[src/lps_pkg.sv]
`default_nettype none

package lps_pkg;

    // Fixed coordinate width of every field.
    localparam int COORD_W = 6;

    // Error term range is -63..63, held with one spare bit.
    localparam int ERR_W = COORD_W + 2;

    // Command queue between decoder and stepper.
    localparam int QUEUE_DEPTH = 2;
    localparam int QPTR_W      = 1;
    localparam int QCNT_W      = 2;

    // Decoded line command.
    typedef struct packed {
        logic [COORD_W-1:0] x0;
        logic [COORD_W-1:0] y0;
        logic [COORD_W-1:0] major_d;
        logic [COORD_W-1:0] minor_d;
        logic               x_neg;
        logic               y_neg;
        logic               y_major;
    } cmd_t;

    // Queue status seen by the stepper.
    typedef struct packed {
        logic empty;
        logic full;
    } q_stat_t;

endpackage

`default_nettype wire

[src/line_pixel_stepper_top.sv]
// Flow: a command is written into the queue, then loaded into the stepper registers, and its
// first pixel then goes to the output register. A line of N pixels (N = max(|dx|,|dy|)+1) takes
// a load step and then one pixel per cycle while the output is not stalled.
// The stepper makes at most one error-term update per pixel; a two-entry queue
// lets new commands be taken while a line is still being drawn.
// Reset: rst_n is asynchronous, active low, and empties the queue and the output register.
`default_nettype none

module line_pixel_stepper_top #(
    parameter int GRID_SIZE = 64
) (
    input  wire logic        clk,
    input  wire logic        rst_n,
    input  wire logic        s_axis_tvalid,
    output logic             s_axis_tready,
    // x_start[5:0], y_start[11:6], x_end[17:12], y_end[23:18]
    input  wire logic [23:0] s_axis_tdata,
    output logic             m_axis_tvalid,
    input  wire logic        m_axis_tready,
    // pix_x[5:0], pix_y[11:6], zero fill [15:12]
    output logic [15:0]      m_axis_tdata,
    // last_pixel
    output logic             m_axis_tlast
);

    lps_pkg::cmd_t                     front_cmd;
    lps_pkg::cmd_t                     head_cmd;
    lps_pkg::q_stat_t                  q_stat;
    logic                              push;
    logic                              pop;
    logic                              busy;
    logic [lps_pkg::QCNT_W-1:0]        q_count;

    // Command decode and input handshake.
    lps_front #(
        .GRID_SIZE (GRID_SIZE)
    ) u_front (
        .s_axis_tvalid (s_axis_tvalid),
        .s_axis_tready (s_axis_tready),
        .s_axis_tdata  (s_axis_tdata),
        .q_stat        (q_stat),
        .push          (push),
        .cmd           (front_cmd)
    );

    // Decoded command queue.
    lps_queue u_queue (
        .clk      (clk),
        .rst_n    (rst_n),
        .push     (push),
        .push_cmd (front_cmd),
        .pop      (pop),
        .head_cmd (head_cmd),
        .q_stat   (q_stat),
        .count    (q_count)
    );

    // Pixel stepper and output register.
    lps_back u_back (
        .clk           (clk),
        .rst_n         (rst_n),
        .head_cmd      (head_cmd),
        .q_stat        (q_stat),
        .pop           (pop),
        .busy          (busy),
        .m_axis_tvalid (m_axis_tvalid),
        .m_axis_tready (m_axis_tready),
        .m_axis_tdata  (m_axis_tdata),
        .m_axis_tlast  (m_axis_tlast)
    );

    // Queue occupancy never exceeds its depth.
    a_queue_bound: assert property (@(posedge clk) disable iff (!rst_n)
        q_count <= lps_pkg::QCNT_W'(lps_pkg::QUEUE_DEPTH))
        else $error("command queue occupancy out of range");

    // A pixel taken in mid-line is followed at once by the next pixel.
    a_line_continues: assert property (@(posedge clk) disable iff (!rst_n)
        (m_axis_tvalid && m_axis_tready && !m_axis_tlast) |=> m_axis_tvalid)
        else $error("gap inside a line");

    // An idle stepper picks up a waiting command on the next cycle.
    a_load_waiting: assert property (@(posedge clk) disable iff (!rst_n)
        (!q_stat.empty && !busy) |=> busy)
        else $error("waiting command not loaded");

    // The front never takes a transaction while the queue is full.
    a_no_overflow: assert property (@(posedge clk) disable iff (!rst_n)
        (q_stat.full && !pop) |=> (q_count == lps_pkg::QCNT_W'(lps_pkg::QUEUE_DEPTH)))
        else $error("command queue overflow");

endmodule

`default_nettype wire

[src/lps_front.sv]
`default_nettype none

module lps_front #(
    parameter int GRID_SIZE = 64
) (
    input  wire logic                         s_axis_tvalid,
    output logic                              s_axis_tready,
    input  wire logic [23:0]                  s_axis_tdata,
    input  wire lps_pkg::q_stat_t             q_stat,
    output logic                              push,
    output lps_pkg::cmd_t                     cmd
);

    localparam logic [lps_pkg::COORD_W-1:0] MAX_COORD = lps_pkg::COORD_W'(GRID_SIZE - 1);

    logic [lps_pkg::COORD_W-1:0] x0, y0, x1, y1;
    logic [lps_pkg::COORD_W:0]   dx, dy;
    logic [lps_pkg::COORD_W-1:0] adx, ady;
    logic                        y_major;

    // Clamp coordinates to the grid.
    always_comb
    begin
        x0 = (s_axis_tdata[5:0]   > MAX_COORD) ? MAX_COORD : s_axis_tdata[5:0];
        y0 = (s_axis_tdata[11:6]  > MAX_COORD) ? MAX_COORD : s_axis_tdata[11:6];
        x1 = (s_axis_tdata[17:12] > MAX_COORD) ? MAX_COORD : s_axis_tdata[17:12];
        y1 = (s_axis_tdata[23:18] > MAX_COORD) ? MAX_COORD : s_axis_tdata[23:18];
    end

    // Deltas, magnitudes and major axis selection.
    always_comb
    begin
        dx      = {1'b0, x1} - {1'b0, x0};
        dy      = {1'b0, y1} - {1'b0, y0};
        adx     = dx[lps_pkg::COORD_W] ? lps_pkg::COORD_W'(-dx) : dx[lps_pkg::COORD_W-1:0];
        ady     = dy[lps_pkg::COORD_W] ? lps_pkg::COORD_W'(-dy) : dy[lps_pkg::COORD_W-1:0];
        y_major = (ady > adx);

        cmd.x0      = x0;
        cmd.y0      = y0;
        cmd.major_d = y_major ? ady : adx;
        cmd.minor_d = y_major ? adx : ady;
        cmd.x_neg   = dx[lps_pkg::COORD_W];
        cmd.y_neg   = dy[lps_pkg::COORD_W];
        cmd.y_major = y_major;
    end

    // A transaction is taken whenever the queue has room.
    assign s_axis_tready = !q_stat.full;
    assign push          = s_axis_tvalid && !q_stat.full;

endmodule

`default_nettype wire

[src/lps_queue.sv]
`default_nettype none

module lps_queue (
    input  wire logic             clk,
    input  wire logic             rst_n,
    input  wire logic             push,
    input  wire lps_pkg::cmd_t    push_cmd,
    input  wire logic             pop,
    output lps_pkg::cmd_t         head_cmd,
    output lps_pkg::q_stat_t      q_stat,
    output logic [lps_pkg::QCNT_W-1:0] count
);

    lps_pkg::cmd_t                mem_reg [lps_pkg::QUEUE_DEPTH];
    logic [lps_pkg::QPTR_W-1:0]   wr_ptr_reg, wr_ptr_next;
    logic [lps_pkg::QPTR_W-1:0]   rd_ptr_reg, rd_ptr_next;
    logic [lps_pkg::QCNT_W-1:0]   count_reg, count_next;
    logic                         do_push, do_pop;

    assign q_stat.empty = (count_reg == '0);
    assign q_stat.full  = (count_reg == lps_pkg::QCNT_W'(lps_pkg::QUEUE_DEPTH));
    assign head_cmd     = mem_reg[rd_ptr_reg];
    assign count        = count_reg;

    // Pointer and occupancy update.
    always_comb
    begin
        do_push     = push && !q_stat.full;
        do_pop      = pop && !q_stat.empty;
        wr_ptr_next = do_push ? wr_ptr_reg + 1'b1 : wr_ptr_reg;
        rd_ptr_next = do_pop  ? rd_ptr_reg + 1'b1 : rd_ptr_reg;
        count_next  = count_reg;
        if (do_push && !do_pop)
        begin
            count_next = count_reg + 1'b1;
        end
        else if (do_pop && !do_push)
        begin
            count_next = count_reg - 1'b1;
        end
    end

    always_ff @(posedge clk or negedge rst_n)
    begin
        if (!rst_n)
        begin
            wr_ptr_reg <= '0;
            rd_ptr_reg <= '0;
            count_reg  <= '0;
        end
        else
        begin
            wr_ptr_reg <= wr_ptr_next;
            rd_ptr_reg <= rd_ptr_next;
            count_reg  <= count_next;
        end
    end

    // Storage holds no control state.
    always_ff @(posedge clk)
    begin
        if (do_push)
        begin
            mem_reg[wr_ptr_reg] <= push_cmd;
        end
    end

endmodule

`default_nettype wire

[src/lps_back.sv]
`default_nettype none

module lps_back (
    input  wire logic                 clk,
    input  wire logic                 rst_n,
    input  wire lps_pkg::cmd_t        head_cmd,
    input  wire lps_pkg::q_stat_t     q_stat,
    output logic                      pop,
    output logic                      busy,
    output logic                      m_axis_tvalid,
    input  wire logic                 m_axis_tready,
    output logic [15:0]               m_axis_tdata,
    output logic                      m_axis_tlast
);

    localparam int CW = lps_pkg::COORD_W;
    localparam int EW = lps_pkg::ERR_W;

    logic                 busy_reg, busy_next;
    logic                 out_valid_reg, out_valid_next;
    logic [CW-1:0]        x_reg, x_next;
    logic [CW-1:0]        y_reg, y_next;
    logic signed [EW-1:0] err_reg, err_next;
    logic [CW-1:0]        rem_reg, rem_next;
    logic [CW-1:0]        major_reg, major_next;
    logic [CW-1:0]        minor_reg, minor_next;
    logic                 x_neg_reg, x_neg_next;
    logic                 y_neg_reg, y_neg_next;
    logic                 y_major_reg, y_major_next;
    logic [CW-1:0]        pix_x_reg, pix_x_next;
    logic [CW-1:0]        pix_y_reg, pix_y_next;
    logic                 last_reg, last_next;

    logic                 slot_free;
    logic signed [EW-1:0] err_sum;
    logic                 minor_step;
    logic [CW-1:0]        x_adv, y_adv;

    assign slot_free = !out_valid_reg || m_axis_tready;
    assign pop       = !busy_reg && !q_stat.empty;
    assign busy      = busy_reg;

    // One step of the error term along the major axis.
    always_comb
    begin
        err_sum    = err_reg + $signed({2'b00, minor_reg});
        minor_step = !err_sum[EW-1] && (err_sum != '0);
        x_adv      = x_neg_reg ? x_reg - 1'b1 : x_reg + 1'b1;
        y_adv      = y_neg_reg ? y_reg - 1'b1 : y_reg + 1'b1;
    end

    // Stepper control and output register.
    always_comb
    begin
        busy_next      = busy_reg;
        out_valid_next = out_valid_reg;
        x_next         = x_reg;
        y_next         = y_reg;
        err_next       = err_reg;
        rem_next       = rem_reg;
        major_next     = major_reg;
        minor_next     = minor_reg;
        x_neg_next     = x_neg_reg;
        y_neg_next     = y_neg_reg;
        y_major_next   = y_major_reg;
        pix_x_next     = pix_x_reg;
        pix_y_next     = pix_y_reg;
        last_next      = last_reg;

        if (slot_free)
        begin
            out_valid_next = busy_reg;
            if (busy_reg)
            begin
                pix_x_next = x_reg;
                pix_y_next = y_reg;
                last_next  = (rem_reg == '0);
                if (rem_reg == '0)
                begin
                    busy_next = 1'b0;
                end
                else
                begin
                    rem_next = rem_reg - 1'b1;
                    err_next = minor_step ? err_sum - $signed({2'b00, major_reg}) : err_sum;
                    if (y_major_reg)
                    begin
                        y_next = y_adv;
                        if (minor_step)
                        begin
                            x_next = x_adv;
                        end
                    end
                    else
                    begin
                        x_next = x_adv;
                        if (minor_step)
                        begin
                            y_next = y_adv;
                        end
                    end
                end
            end
        end

        // Load the next command once the current line is done.
        if (pop)
        begin
            busy_next    = 1'b1;
            x_next       = head_cmd.x0;
            y_next       = head_cmd.y0;
            err_next     = '0;
            rem_next     = head_cmd.major_d;
            major_next   = head_cmd.major_d;
            minor_next   = head_cmd.minor_d;
            x_neg_next   = head_cmd.x_neg;
            y_neg_next   = head_cmd.y_neg;
            y_major_next = head_cmd.y_major;
        end
    end

    always_ff @(posedge clk or negedge rst_n)
    begin
        if (!rst_n)
        begin
            busy_reg      <= 1'b0;
            out_valid_reg <= 1'b0;
        end
        else
        begin
            busy_reg      <= busy_next;
            out_valid_reg <= out_valid_next;
        end
    end

    // Datapath registers need no reset.
    always_ff @(posedge clk)
    begin
        x_reg       <= x_next;
        y_reg       <= y_next;
        err_reg     <= err_next;
        rem_reg     <= rem_next;
        major_reg   <= major_next;
        minor_reg   <= minor_next;
        x_neg_reg   <= x_neg_next;
        y_neg_reg   <= y_neg_next;
        y_major_reg <= y_major_next;
        pix_x_reg   <= pix_x_next;
        pix_y_reg   <= pix_y_next;
        last_reg    <= last_next;
    end

    assign m_axis_tvalid = out_valid_reg;
    assign m_axis_tdata  = {4'b0000, pix_y_reg, pix_x_reg};
    assign m_axis_tlast  = last_reg;

endmodule

`default_nettype wire

[config.mk]
export PLATFORM = sky130hd
export DESIGN_NAME = line_pixel_stepper_top
export DESIGN_NICKNAME = d
export VERILOG_FILES = /design/src/lps_pkg.sv /design/src/line_pixel_stepper_top.sv /design/src/lps_front.sv /design/src/lps_queue.sv /design/src/lps_back.sv
export SDC_FILE = /design/constraint.sdc
export NUM_CORES = 1
export LEC_CHECK = 0
export BUFFER_PORTS_ARGS = -buffer_cell sky130_fd_sc_hd__buf_4
export CORE_ASPECT_RATIO = 2
export CORE_MARGIN = 2
export CORE_UTILIZATION = 61
export CTS_CLUSTER_DIAMETER = 40
export CTS_CLUSTER_SIZE = 25
export DETAILED_ROUTE_END_ITERATION = 7
export PLACE_DENSITY = 0.81
export SYNTH_ARGS = -nofsm -noshare
export SYNTH_HDL_FRONTEND = slang
export SYNTH_SLANG_ARGS = --single-unit
[constraint.sdc]
create_clock -name clk -period 3.69 [get_ports clk]
set_clock_uncertainty 0.2 [all_clocks]
set_input_delay 0.1845 -clock clk [delete_from_list [all_inputs] [get_ports clk]]
set_output_delay 0.1845 -clock clk [all_outputs]
set_load 0.005 [all_outputs]
# Word level (Yosys, flattened, before mapping)
# Memories as Yosys holds them, arrays and structs flattened.
# Cells that the tools add are included.
# totals
output_inout_bits	19
in_bits	28
memories	1
mem_bits_rw	54
register_bits	60
word_cells	104
# mem_list
memory	depth	width	rd	rd_ports_with_merged_regs	write_ports	line	rtl
u_queue.mem_reg	2	27	1	0	1	lps_queue.sv:14	lps_pkg::cmd_t mem_reg [lps_pkg::QUEUE_DEPTH];
# op_classes
n_mux	35
magnitude_cmp	5
addsub	15
n_eq_ne	3
reduce_logical	27
bitwise	1
# ops
op	count
two-way mux 6 bit	26
> comparator 6 bit, second input constant	4
subtractor 6 x 1 -> 6 bit, second input constant	3
subtractor 6 x 6 -> 7 bit	2
adder 6 x 1 -> 6 bit, second input constant	2
negator 6 bit	2
adder 8 x 7 -> 8 bit	1
two-way mux 8 bit	1
AND reduction 4 bit	2
nonzero test 8 bit	1
subtractor 8 x 7 -> 8 bit	1
logical AND 1 bit	7
logical NOT 1 bit	7
> comparator 6 bit	1
logical NOT 6 bit	1
two-way mux 1 bit	6
AND reduction 3 bit	2
nonzero test 2 bit	3
two-way mux 2 bit	2
inequality test 3 bit, second input constant	1
nonzero test 3 bit	1
adder 1 bit, second input constant	2
adder 2 x 1 -> 2 bit, second input constant	1
equality test 2 bit, second input constant	1
6 further kinds	6

# Logic depth before layout (Yosys ltp)
# Gate-level depths: netlist of run 1.
# logic_depth
word_depth	9
depth_mapped	17
ltp_nobuf	16

# By module
# Synthesis of run 1 repeated with hierarchy kept, for this count alone.
# unflattened
cells_unflattened	571
hier_area_um2	6566.3
# modules_own_cells
mod	cells_each	instances	area_per_inst_um2	seq_area_each_um2
lps_back	286	1	3084.2	1591.5
lps_queue	103	1	2244.7	1721.7
lps_front	182	1	1237.4	0.0

# Worst setup path after synthesis of run 1
# OpenSTA, ideal clock, no wires.
# synth_path
path_kind	input port to flip-flop
start	in s_axis_tdata[6]
end	mem u_queue.mem_reg[0][5] (netlist name), data pin
t_required_ns	3.217
arrival_ns	3.169
n_path_buf	2
path_slack_ns	0.048
path_stages	17
path_cell_list	clkbuf_1 -> ha_1 -> inv_1 -> fa_1 -> a211oi_2 -> o21ai_0 -> a21oi_2 -> a21boi_0 -> xnor2_1 -> inv_1 -> ha_1 -> nand3_1 -> o22ai_1 -> nor3_1 -> nor2_1 -> buf_2 -> mux2i_1
# synth_lines
item	line	rtl
from (decl)	line_pixel_stepper_top.sv:17	input wire logic [23:0] s_axis_tdata,
to (decl)	lps_queue.sv:14	

==> results of run 1 <==
[layout make-up]
cell class	count	area [um2]	area share
well taps	135	169	0.0218
clock buffers	22	454	0.0586
inverters	54	203	0.0262
multi-input cells	336	2780	0.359
flip-flops and latches	114	3310	0.428
clock inverters	10	183	0.0236
repair buffers	79	641	0.0827
[report_power, final]
part           switching [mW]  leakage, nW  internal (mW)
Combinational            2.16         1.78           1.72
Sequential              0.318         1.08           2.21
Clock                   0.557        0.312           1.21
Total                    3.04         3.17           5.14
[Yosys cell counts, types with 5 or more instances]
cell,number,area share
dfxtp_1,8,0.025
nand3_1,9,0.0071
dfrtp_1,6,0.024
nand2_1,15,0.0088
ha_1,43,0.084
xor2_1,17,0.023
fa_1,6,0.019
mux2i_1,21,0.033
edfxtp_1,100,0.47
nand2b_1,5,0.0049
inv_1,53,0.031
nor3_1,5,0.0039
a21oi_1,33,0.026
nor2b_1,12,0.012
clkbuf_1,28,0.016
nor2_1,26,0.015
a211oi_1,9,0.011
o21ai_0,17,0.013
xnor2_1,23,0.032
mux2_2,15,0.026
a21o_1,5,0.0059
[kinds of logic after synthesis]
kind of cell | after synthesis | synth area share
flip-flops | 114 | 0.519
AO/OA/AOI/OAI | 110 | 0.119
AND/OR/NAND/NOR | 96 | 0.0835
buffers and inverters | 92 | 0.0582
adder cells (fa/ha/maj) | 49 | 0.103
XOR/XNOR | 41 | 0.0574
multiplexers | 36 | 0.0594
other | 1 | 0.000587
[metal layers]
| metal | GRT usage | wire, um | vias to the layer above |
|---|---|---|---|
| li1 | - | - | 2046 |
| met1 | 0.257 | 4940 | 2130 |
| met2 | 0.478 | 7960 | 167 |
| met3 | 0.0564 | 551 | 47 |
| met4 | 0.134 | 635 | 0 |
| met5 | 0 | 0 | - |
[through the flow]
stage	setup TNS (ns)	utilization	setup WS [ns]
floorplan	0	-	0.0484
global placement	0	0.673	0.120
detailed placement	-0.781	0.673	-0.0770
CTS	0	0.752	0.0547
global route	-2.89	0.763	-0.154
finish	0	0.763	0.00502
[how the worst max path moves through the flow]
| stage | depth (start not counted) | end | slack, ns |
|---|---|---|---|
| 3_5_place_dp | 18 | u_queue.mem_reg[0][5]$_DFFE_PP_ | -0.08 |
| 3_3_place_gp | 17 | u_queue.mem_reg[1][5]$_DFFE_PP_ | 0.12 |
| 2_1_floorplan | 17 | u_queue.mem_reg[0][5]$_DFFE_PP_ | 0.05 |
| 4_1_cts | 17 | u_queue.mem_reg[0][13]$_DFFE_PP_ | 0.05 |
| 6_report | 17 | u_queue.mem_reg[0][13]$_DFFE_PP_ | 0.005 |
| 5_1_grt | 18 | u_queue.mem_reg[1][6]$_DFFE_PP_ | -0.15 |
[worst reg2reg max path: cells and delay by family, from the launching register on]
family / cells / cell delay [ns]
adders and majority gates: 3 / 1.04
xor gates and xnor gates: 1 / 0.34
AOI/OAI and AO/OA: 5 / 1.07
and+or+nand+nor: 1 / 0.15
DFF: 1 / 0.38
[what timing repair did]
action | CTS | global route
hold buffers | 16 | 0
hold endpoints to repair | 33 | 0
buffers inserted | 0 | 5
gates resized for setup | 0 | 16
endpoints found under the setup margin | 0 | 24
==> results.toml, run 1 <==
[run]
drv_cap = 0

[cts]
cts_sinks = 114
numCtsBuffers = 17
h-tree-depth = 4
cts_tree = "built"
cts.clk_slew.worst_paths_ns = 0.05
clock-root-buffer = "clkbuf_16"
clockBufferDepth = 2
clk_latency_ns = 0.41

[logic_synthesis]
synthArstFlopShare = 0.0526
yosys.cell_types.count = 66
yosysWarnings = 0
ys.flop_type = "edfxtp_1"
ys_seq_area_frac = 0.519
netlist_area_um2 = 6380
synth_edf_count = 100
syn_inst = 539
syn_area_per_cell_um2 = 11.8
synth_seq_cells = 114

[drt]
route.detailed.drc = 0
drt_iter0_markers = 300
vias = 4390
wl_per_cell_um = 18.8
dr.pass1.iters = 5
routed_wl_um = 14100
ant_nets = 0
viasPerCell = 5.85

[worst_setup_path]
worstSetupPathType = "input port to flop"
critPathSlowestCell = "dlygate4sd3_1"
path_cells = "dlygate4sd3_1 -> buf_4 -> inv_1 -> ha_1 -> o21ai_0 -> o21ai_0 -> a21oi_2 -> buf_4 -> a21boi_2 -> xnor2_2 -> ha_1 -> nand3_1 -> o22ai_2 -> nor3_2 -> nor2_2 -> buf_6 -> mux2i_4"
cp-start-kind = "input port"
crit_path_end_kind = "flop"
cp_num_buf_inv = 5
worstSetupStartpoint = "s_axis_tdata[3]"
reg2reg_depth = 10
path_max_fanout = 8
cp_slowest_stage_delay_ns = 0.56
crit_family = "buffers and inverters"
required_ns = 3.62
r2r_end = "u_back.err_reg[6]$_SDFFE_PP0P_"
r2r-start = "u_back.minor_reg[0]$_DFFE_PP_"
arrival_ns = 3.62
reg2reg_slack_ns = 0.42

[min_path]
min_path_type = "input port to flop"
worstHoldStart = "s_axis_tdata[23]"
whs_path_depth = 4
min_to = "u_queue.mem_reg[1][1]$_DFFE_PP_"

[placement]
gp_congestion = 0.889
placed_area_um2 = 6830
hpwl_um = 9390
io_buffers = 42
dp_cells = 697

[die]
row_count = 52
die_x_um = 76.3
die-area_um2 = 11400
ios = 47
coreArea_um2 = 10100
die_height_um = 149
initial_core_util = 0.629

[timing]
slew_headroom = 0.355
finalHoldViolations = 0
timing.fmax_mhz = 271
setup_viol = 0
fin_crit_ns = 3.68
period_share = 0.999
hold_ws_ns = 0.170
worst_pin_slew_ns = 0.967
drv_slew = 0

[pwr]
irDropWorstVdd_mv = 0.613
fin_total_pwr_mw = 8.18
power_density_nw_per_um2 = 1060
leakagePower_nw = 3.17

[final_layout]
design_area_um2 = 7750
nets = 679
area_growth_pct = 21.3
largest_reg_flops = 54
layout_common_cells = "edfxtp_1, buf_4, inv_1, ha_1, a21oi_1"
diodes = 0
layout_commonest_cell = "edfxtp_1"
fillers = 607
layout.cells.non_filler = 750
drive_gt1_frac = 0.233

[grt]
grt_pass1_vias = 4591
grt_max_degree = 31
grt_remaining_overflow = 0
antenna_found_initial = 0
grt_pass1_wl_um = 22200
gr-usage-all-layers = 0.254

[run_status]
status = "finished clean"
Power figures use the tool's default switching activity.
==> run 2, diff against run 1 <==
Clock period 3.69 ns to 3.8 ns, I/O delays scaled along.
==> results.toml, run 2 (synthesis results as in run 1) <==
[grt]
grt_pass1_wl_um = 21300
grt_max_degree = 31
gr-usage-all-layers = 0.245
grt_remaining_overflow = 0
grt_pass1_vias = 4482
antenna_found_initial = 0

[worst_setup_path]
crit_family = "buffers and inverters"
reg2reg_slack_ns = 0.54
r2r-start = "u_back.minor_reg[0]$_DFFE_PP_"
arrival_ns = 3.80
critPathSlowestCell = "dlygate4sd3_1"
cp-start-kind = "input port"
cp.depth = 17
required_ns = 3.83
path_max_fanout = 8
cpMostUsedCell = "inv_1"
crit_path_end_kind = "flop"
cp_num_buf_inv = 5
r2r_end = "u_back.y_reg[5]$_DFFE_PP_"
worstSetupPathType = "input port to flop"
cp_slowest_stage_delay_ns = 0.53
path_cells = "dlygate4sd3_1 -> buf_4 -> inv_1 -> fa_2 -> a211oi_2 -> o21ai_1 -> a21oi_2 -> nor2b_2 -> xor2_2 -> inv_1 -> ha_1 -> nand3_1 -> o22ai_1 -> nor3_1 -> nor2_1 -> buf_6 -> mux2i_2"
reg2reg_depth = 8

[drt]
viasPerCell = 5.68
route.detailed.drc = 0
drt_iter0_markers = 190
top_layer = "met4"
dr_wl_met2_um = 7740
ant_nets = 0
met1Wirelength_um = 4960
vias = 4309
dr.pass1.iters = 5
dr_wl_met3_um = 412
wl_per_cell_um = 17.9
routed_wl_um = 13600

[final_layout]
design_area_um2 = 7790
largest_reg_flops = 54
diodes = 0
layout_commonest_cell = "edfxtp_1"
layout_common_cells = "edfxtp_1, buf_4, inv_1, ha_1, a21oi_1"
drive_gt1_frac = 0.249
area_growth_pct = 22.0
nets = 687

[timing]
finalHoldViolations = 0
fin_crit_ns = 3.77
setup_viol = 0
worst_pin_slew_ns = 0.714
timing.fmax_mhz = 265
drv_slew = 0
slew_headroom = 0.522
period_share = 0.991
setup_tns_ns = 0
hold_ws_ns = 0.0547

[pwr]
power_density_nw_per_um2 = 1000
irDropWorstVdd_mv = 0.616
leakagePower_nw = 3.18

[cts]
clk_latency_ns = 0.42
clockBufferDepth = 2
cts_sinks = 114
cts.clk_slew.worst_paths_ns = 0.05
numCtsBuffers = 17
h-tree-depth = 4
clock-root-buffer = "clkbuf_16"
cts_tree = "built"

[run_status]
status = "finished clean"

[placement]
placed_area_um2 = 6800
hpwl_um = 8900
io_buffers = 42
gp_congestion = 0.940

[die]
initial_core_util = 0.629
coreArea_um2 = 10100
row_count = 52
die-area_um2 = 11400
ios = 47
die_height_um = 149
die_x_um = 76.3

[min_path]
worstHoldStart = "s_axis_tdata[17]"
whs_path_depth = 3
min_to = "u_queue.mem_reg[0][2]$_DFFE_PP_"
min_path_type = "input port to flop"

[run]
drv_cap = 0
## run 2: stage by stage
stage	util	setup slack (ns)	power, mW	cells
2_1_floorplan	-	0.153	5.02	542
3_3_place_gp	0.670	0.181	5.71	693
3_5_place_dp	0.670	0.0608	5.90	693
4_1_cts	0.744	0.0248	7.57	741
5_1_grt	0.768	-0.139	8.33	758
6_report	0.768	0.0330	7.82	758
## run 2: worst max path at each step
stage	slack, ns	startpoint	endpoint
2_1_floorplan	0.15	s_axis_tdata[6]	u_queue.mem_reg[0][5]$_DFFE_PP_
5_1_grt	-0.14	s_axis_tdata[7]	u_queue.mem_reg[0][6]$_DFFE_PP_
6_report	0.03	s_axis_tdata[7]	u_queue.mem_reg[0][6]$_DFFE_PP_
3_5_place_dp	0.06	s_axis_tdata[18]	u_queue.mem_reg[0][13]$_DFFE_PP_
4_1_cts	0.02	s_axis_tdata[7]	u_queue.mem_reg[0][6]$_DFFE_PP_
3_3_place_gp	0.18	s_axis_tdata[18]	u_queue.mem_reg[0][11]$_DFFE_PP_
## run 2: worst register-to-register path, stage by stage (launching register included)
cell and delay [ns]:
edfxtp_1 0.38, ha_1 0.25, fa_1 0.44, a211oi_2 0.28, nor2_1 0.16, o21ai_1 0.27, nor4b_4 0.08, or2_4 0.28
a31oi_1 0.56
## run 2: where the power goes
group	switching, mW	internal [mW]	leakage (nW)
registers	0.288	2.15	1.08
logic	2.08	1.71	1.81
clock network	0.544	1.04	0.288
total	2.91	4.90	3.18
## run 2: final cells by class
| type | count | area (um2) |
|---|---|---|
| fillers | 634 | 2360 |
| multi-input cells | 336 | 2820 |
| clock inverters | 10 | 135 |
| flip-flops and latches | 114 | 3310 |
| clock buffers | 22 | 454 |
| repair buffers | 87 | 701 |
| well taps | 135 | 169 |
| inverters | 54 | 203 |
## run 2: repair_timing
action                                 CTS  global route
gates resized for setup                  0            25
endpoints found under the hold margin   33             0
buffers inserted                         0            17
hold buffers                            16             0
setup endpoints to repair                0            26
## run 2: layer usage
| layer | track usage | vias to the layer above |
|---|---|---|
| met4 | 0.152 | 0 |
| met3 | 0.0473 | 26 |
| met2 | 0.452 | 126 |
| met1 | 0.250 | 2095 |
| met5 | 0 | - |
| li1 | - | 2062 |
